### src/rtl/core/afk_pkg.sv
// ============================================================================
// afk_pkg: shared types and constants for the arm forward kinematics block
// Holds the CORDIC arctangent table, fixed-point widths and register indexes.
// ============================================================================
`default_nettype none

package afk_pkg;

    localparam int AngleFracBitsDefault = 7;
    localparam int DegFrac     = 16;
    localparam int CordicSteps = 16;
    localparam int LinkW       = 15;
    localparam int AngleW      = 16;
    localparam int OutW        = 17;
    localparam int TrigW       = 26;   // Q24 sine/cosine, signed
    localparam int ZW          = 27;   // CORDIC residual angle, Q16 degrees
    localparam int RedW        = 27;   // reduced angle, Q16 degrees
    localparam int ReachW      = 30;   // r1 and r3, Q24, signed; r1 sums two links

    localparam logic signed [TrigW-1:0] CordicGain = TrigW'(10188014);
    localparam logic signed [RedW-1:0]  FullTurn    = RedW'(360 * 65536);
    localparam logic signed [RedW-1:0]  HalfTurn    = RedW'(180 * 65536);
    localparam logic signed [RedW-1:0]  QuarterTurn = RedW'(90 * 65536);

    localparam logic [1:0] RegLinkOne   = 2'd0;
    localparam logic [1:0] RegLinkTwo   = 2'd1;
    localparam logic [1:0] RegLinkThree = 2'd2;

    localparam logic [LinkW-1:0] LinkReset = LinkW'(4096);

    function automatic logic signed [ZW-1:0] atan_q16(input int i);
        logic signed [ZW-1:0] v;
        begin
            case (i)
                0: v = ZW'(2949120);
                1: v = ZW'(1740967);
                2: v = ZW'(919879);
                3: v = ZW'(466945);
                4: v = ZW'(234379);
                5: v = ZW'(117304);
                6: v = ZW'(58666);
                7: v = ZW'(29335);
                8: v = ZW'(14668);
                9: v = ZW'(7334);
                10: v = ZW'(3667);
                11: v = ZW'(1833);
                12: v = ZW'(917);
                13: v = ZW'(458);
                14: v = ZW'(229);
                15: v = ZW'(115);
                default: v = '0;
            endcase
            return v;
        end
    endfunction

    // Pipeline bookkeeping carried alongside each CORDIC lane.
    typedef struct packed {
        logic signed [TrigW-1:0] x;
        logic signed [TrigW-1:0] y;
        logic signed [ZW-1:0]    z;
        logic                    flip;
    } cordic_lane_t;

endpackage

`default_nettype wire

### src/rtl/core/afk_sincos.sv
// ============================================================================
// afk_sincos: pipelined CORDIC sine and cosine of an angle in degrees
// Reduces the angle to [-90,90] and runs one rotation per register stage.
// ============================================================================
`default_nettype none

module afk_sincos
    import afk_pkg::*;
#(
    parameter int ANGLE_FRAC_BITS = AngleFracBitsDefault,
    parameter int IN_W = AngleW + 2
)
(
    input  wire logic                     clk,
    input  wire logic                     en,
    input  wire logic signed [IN_W-1:0]   angle,
    output logic signed [TrigW-1:0]       sin_out,
    output logic signed [TrigW-1:0]       cos_out
);

    // One turn is 45 * 2^(frac+3) raw units, so the turn count is the angle
    // in units of eight degrees divided by 45, done by reciprocal multiply.
    localparam int TurnShift = ANGLE_FRAC_BITS + 3;
    localparam int HalfW     = ANGLE_FRAC_BITS + 9;
    localparam int AW        = ((IN_W > HalfW) ? IN_W : HalfW) + 2;
    localparam int MW        = AW - TurnShift;
    localparam int UW        = MW + 5;
    localparam int RS        = UW + 6;
    localparam longint RecipL = ((longint'(1) <<< RS) + 44) / 45;
    localparam logic [UW:0]           Recip      = (UW+1)'(RecipL);
    localparam logic [UW-1:0]         TurnBias   = UW'(45 * (1 << (MW - 1)));
    localparam logic signed [AW-1:0]  TurnOffset = AW'(1 << (MW - 1));
    localparam logic signed [AW-1:0]  HalfRaw    = AW'(180 * (1 << ANGLE_FRAC_BITS));
    localparam logic signed [AW-1:0]  TurnRaw    = AW'(360 * (1 << ANGLE_FRAC_BITS));

    logic signed [AW-1:0]   raw_ext;
    logic signed [AW-1:0]   shifted;
    logic signed [MW-1:0]   eighths;
    logic [UW-1:0]          biased;
    logic [2*UW:0]          quot_prod;
    logic signed [AW-1:0]   turns;
    logic signed [AW-1:0]   wrapped_raw;
    logic signed [RedW-1:0] wrapped;
    logic signed [RedW-1:0] folded;
    logic                   flip;

    logic signed [AW-1:0]   raw_reg;
    logic signed [AW-1:0]   turns_reg;
    cordic_lane_t           lane_reg [CordicSteps+1];

    // Count whole turns so that the remainder lands in [-180,180).
    always_comb
    begin
        raw_ext   = AW'(angle);
        shifted   = raw_ext + HalfRaw;
        eighths   = MW'(shifted >>> TurnShift);
        biased    = UW'(eighths) + TurnBias;
        quot_prod = (2*UW+1)'(biased) * (2*UW+1)'(Recip);
        turns     = AW'(quot_prod[2*UW:RS]) - TurnOffset;
    end

    always_ff @(posedge clk)
    begin
        if (en)
        begin
            raw_reg   <= raw_ext;
            turns_reg <= turns;
        end
    end

    always_comb
    begin
        wrapped_raw = raw_reg - turns_reg * TurnRaw;
        wrapped = RedW'(wrapped_raw) <<< (DegFrac - ANGLE_FRAC_BITS);
        flip = 1'b0;
        folded = wrapped;
        if (wrapped > QuarterTurn)
        begin
            folded = HalfTurn - wrapped;
            flip = 1'b1;
        end
        else if (wrapped < -QuarterTurn)
        begin
            folded = -HalfTurn - wrapped;
            flip = 1'b1;
        end
    end

    always_ff @(posedge clk)
    begin
        if (en)
        begin
            lane_reg[0].x    <= CordicGain;
            lane_reg[0].y    <= '0;
            lane_reg[0].z    <= ZW'(folded);
            lane_reg[0].flip <= flip;
        end
    end

    for (genvar i = 0; i < CordicSteps; i++)
    begin : g_step
        cordic_lane_t nxt;
        always_comb
        begin
            nxt.flip = lane_reg[i].flip;
            if (lane_reg[i].z >= 0)
            begin
                nxt.x = lane_reg[i].x - (lane_reg[i].y >>> i);
                nxt.y = lane_reg[i].y + (lane_reg[i].x >>> i);
                nxt.z = lane_reg[i].z - atan_q16(i);
            end
            else
            begin
                nxt.x = lane_reg[i].x + (lane_reg[i].y >>> i);
                nxt.y = lane_reg[i].y - (lane_reg[i].x >>> i);
                nxt.z = lane_reg[i].z + atan_q16(i);
            end
        end
        always_ff @(posedge clk)
        begin
            if (en)
                lane_reg[i+1] <= nxt;
        end
    end

    assign sin_out = lane_reg[CordicSteps].y;
    assign cos_out = lane_reg[CordicSteps].flip ? -lane_reg[CordicSteps].x
                                                : lane_reg[CordicSteps].x;

endmodule

`default_nettype wire

### config.mk
export PLATFORM = sky130hd
export DESIGN_NAME = afk_sincos
export DESIGN_NICKNAME = d
export VERILOG_FILES = /design/src/rtl/core/afk_pkg.sv /design/src/rtl/core/afk_sincos.sv
export SDC_FILE = /design/constraint.sdc
export NUM_CORES = 2
export LEC_CHECK = 0
export ABC_AREA = 1
export ABC_CLOCK_PERIOD_IN_PS = 10500
export BUFFER_PORTS_ARGS = -buffer_cell sky130_fd_sc_hd__buf_2
export CORE_MARGIN = 2
export CORE_UTILIZATION = 40
export DETAILED_ROUTE_END_ITERATION = 7
export SYNTH_ARGS = -nofsm -noshare
export SYNTH_HDL_FRONTEND = slang
export SYNTH_SLANG_ARGS = --single-unit
### constraint.sdc
create_clock -name clk -period 10.5 [get_ports clk]
set_input_delay 3.15 -clock clk [delete_from_list [all_inputs] [get_ports clk]]
set_output_delay 3.15 -clock clk [all_outputs]
set_load 0.05 [all_outputs]
==> out/summary.json <==
{
  "crit-reg2reg-capture": "lane_reg[0][18]$_DFFE_PP_",
  "initialDrtViolationCount": 5710,
  "final_hold_viol_count": 0,
  "global_route_wire_length_before_repair_mm": 433,
  "number_of_buffer_and_inverter_instances_along_the_worst_setup_path": 5,
  "route.antenna.remaining_nets": 0,
  "clock-skew-final_ns": 0.0370,
  "cpMaxStageDelayCell": "fa_1",
  "r2r_cells": 20,
  "area_delta_synth_final_pct": 8.94,
  "mappedNetlistNets": 13672,
  "setup_viol": 0,
  "dr_wl_cell_um": 17.0,
  "drt-pass1-iter-count": 6,
  "synth_cell_type_count": 70,
  "placeable_area_mm2": 0.257,
  "nets": 13814,
  "cts.sink_count": 1173,
  "design.die.area_mm2": 0.262,
  "rsz0062_at_grt": "no",
  "final_common_cell": "nand2_1",
  "criticalPathCategory": "in -> reg",
  "ios": 72,
  "number_of_antenna_violations_at_the_first_check_in_global_routing": 2,
  "grt_start_max_net_pins": 167,
  "critPathTopFamily": "adder cells",
  "detailedPlacementHpwl_mm": 222,
  "cts_hold_buf": 0,
  "path_depth": 29,
  "cp-startpoint": "angle[9]",
  "dieHeight_um": 512,
  "tritoncts.num_buffers": 142,
  "largest_reg_flops": 1147,
  "yosysWarningCount": 0,
  "layout-drive-gt1-share_pct": 3.40,
  "filler_cell_count": 25502,
  "globalRouteTotalUtil_pct": 20.2,
  "floorplan.rows": 186,
  "layout_common_cells": "nand2_1, inv_1, a21oi_1, ha_1, edfxtp_1",
  "timing.critical_path.mode_cell": "nand2_1",
  "clock_h_tree_levels": 4,
  "finalSetupTns_ns": 0,
  "port_buffers": 71,
  "r2r-start": "turns_reg[4]$_DFFE_PP_",
  "via_per_inst": 5.26,
  "path_clk_slew_ns": 0.05,
  "slew-limit-headroom_pct": 29.1,
  "vias": 84330,
  "run_status": "finished clean",
  "tritoncts": "yes",
  "syn_inst": 12395,
  "cts_repair_resize_count": 0,
  "ys.flop_type": "edfxtp_1",
  "worstSetupStartpointType": "input pin",
  "max_cap_viol_count": 0,
  "cp_data_required_time_ns": 11.04,
  "drcViolationCount": 0,
  "async_reset_ff_share_pct": 0,
  "cts_root_buffer": "clkbuf_16",
  "synth_edf_count": 1173,
  "max_stage_delay_ns": 0.53,
  "worst_skew_late_latency_ns": 0.81,
  "ys_seq_elements": 1173,
  "worst_max_slew_pin_slew_ns": 1.06,
  "post_synth_instance_area_mm2": 0.103,
  "hp_class": "reg -> reg",
  "r2r_setup_slack_ns": 5.57,
  "clk_path_buf_depth": 3,
  "fp.dieW_um": 512,
  "wirelength_mm": 272,
  "place_congestion": 0.928,
  "hold_slack_ns": 0.412,
  "crit_arrival_ns": 8.71,
  "max_freq_mhz": 122,
  "worstSetupEndpointType": "flip-flop",
  "timing.final.crit_share_pct": 77.8,
  "initial_core_util_pct": 40.2,
  "globalRoute.totalOverflow": 0,
  "cts_setup_buffers": 0,
  "first_global_vias": 80915,
  "avgSynthCellArea_um2": 8.33,
  "endpoint": "turns_reg[6]$_DFFE_PP_",
  "final_period_minus_worst_setup_slack_ns": 8.17,
  "seq_area_frac_synth_pct": 34.1,
  "finalMaxSlewViolations": 0,
  "worstPathMaxFanout": 6
}
[logic make-up after synthesis]
group	Yosys count	share of synthesized area, %
flip-flops	1173	34.1
adder cells (fa/ha/maj)	1257	15.7
AO/OA/AOI/OAI	2672	14.5
buffers and inverters	1523	5.66
XOR/XNOR	1441	12.2
AND/OR/NAND/NOR	4329	17.7
[metal layers]
layer	vias to the layer above	global-route usage [%]	part of all wire (%)
met3	359	1.99	4.0
met5	-	0	0
met2	1645	34.7	47
met1	39025	27.1	46
li1	43301	-	-
met4	0	5.38	2.4
[synthesized netlist by cell type, types with 105 or more instances]
| master | count | area share, % |
|---|---|---|
| o21ai_0 | 731 | 3.5 |
| a21oi_1 | 1277 | 6.2 |
| nand2_1 | 2255 | 8.2 |
| ha_1 | 1188 | 14 |
| edfxtp_1 | 1173 | 34 |
| inv_1 | 1400 | 5.1 |
| nand4_1 | 193 | 1.2 |
| nand3_1 | 519 | 2.5 |
| xor2_1 | 1006 | 8.5 |
| nor2_1 | 958 | 3.5 |
| nor3_1 | 217 | 1.1 |
| a21o_1 | 105 | 0.76 |
| xnor2_1 | 433 | 3.7 |
[worst min-delay path by stage]
stage | slack (ns) | from | depth (start not counted) | end
detailed placement | 0.41 | lane_reg[0][0]$_SDFFCE_PP1P_ | 0 | lane_reg[0][80]$_DFFE_PP_
global route | 0.42 | lane_reg[0][400]$_DFFE_PP_ | 0 | lane_reg[0][480]$_DFFE_PP_
CTS | 0.42 | lane_reg[0][400]$_DFFE_PP_ | 0 | lane_reg[0][480]$_DFFE_PP_
finish | 0.41 | lane_reg[0][400]$_DFFE_PP_ | 0 | lane_reg[0][480]$_DFFE_PP_
global placement | 0.40 | lane_reg[0][0]$_SDFFCE_PP1P_ | 0 | lane_reg[0][80]$_DFFE_PP_
floorplan | 0.40 | lane_reg[0][960]$_DFFE_PP_ | 0 | lane_reg[0][1040]$_DFFE_PP_
[final cells by class]
class | instances | area (um^2) | share of cell area (%)
inverter | 1410 | 5290 | 4.71
clock buffer | 164 | 3700 | 3.29
multi-input combinational | 9699 | 62200 | 55.3
timing repair buffer | 111 | 741 | 0.659
sequential | 1173 | 35200 | 31.3
clock inverter | 98 | 1100 | 0.978
tap | 3384 | 4230 | 3.76
antenna | 2 | 5.00 | 0.00445
[metrics by stage]
step | setup slack (ns) | instance area [um^2] | instances | utilization (%)
finish | 2.33 | 112000 | 16041 | 43.8
global route | 1.92 | 112000 | 16041 | 43.8
CTS | 2.31 | 112000 | 16039 | 43.8
detailed placement | 1.44 | 108000 | 15777 | 41.9
global placement | 1.39 | 108000 | 15777 | 41.9
floorplan | 2.23 | 103000 | 12395 | -
Power is not shown: default switching activity piles up to over one toggle a cycle in this logic, so the estimate is an artifact.
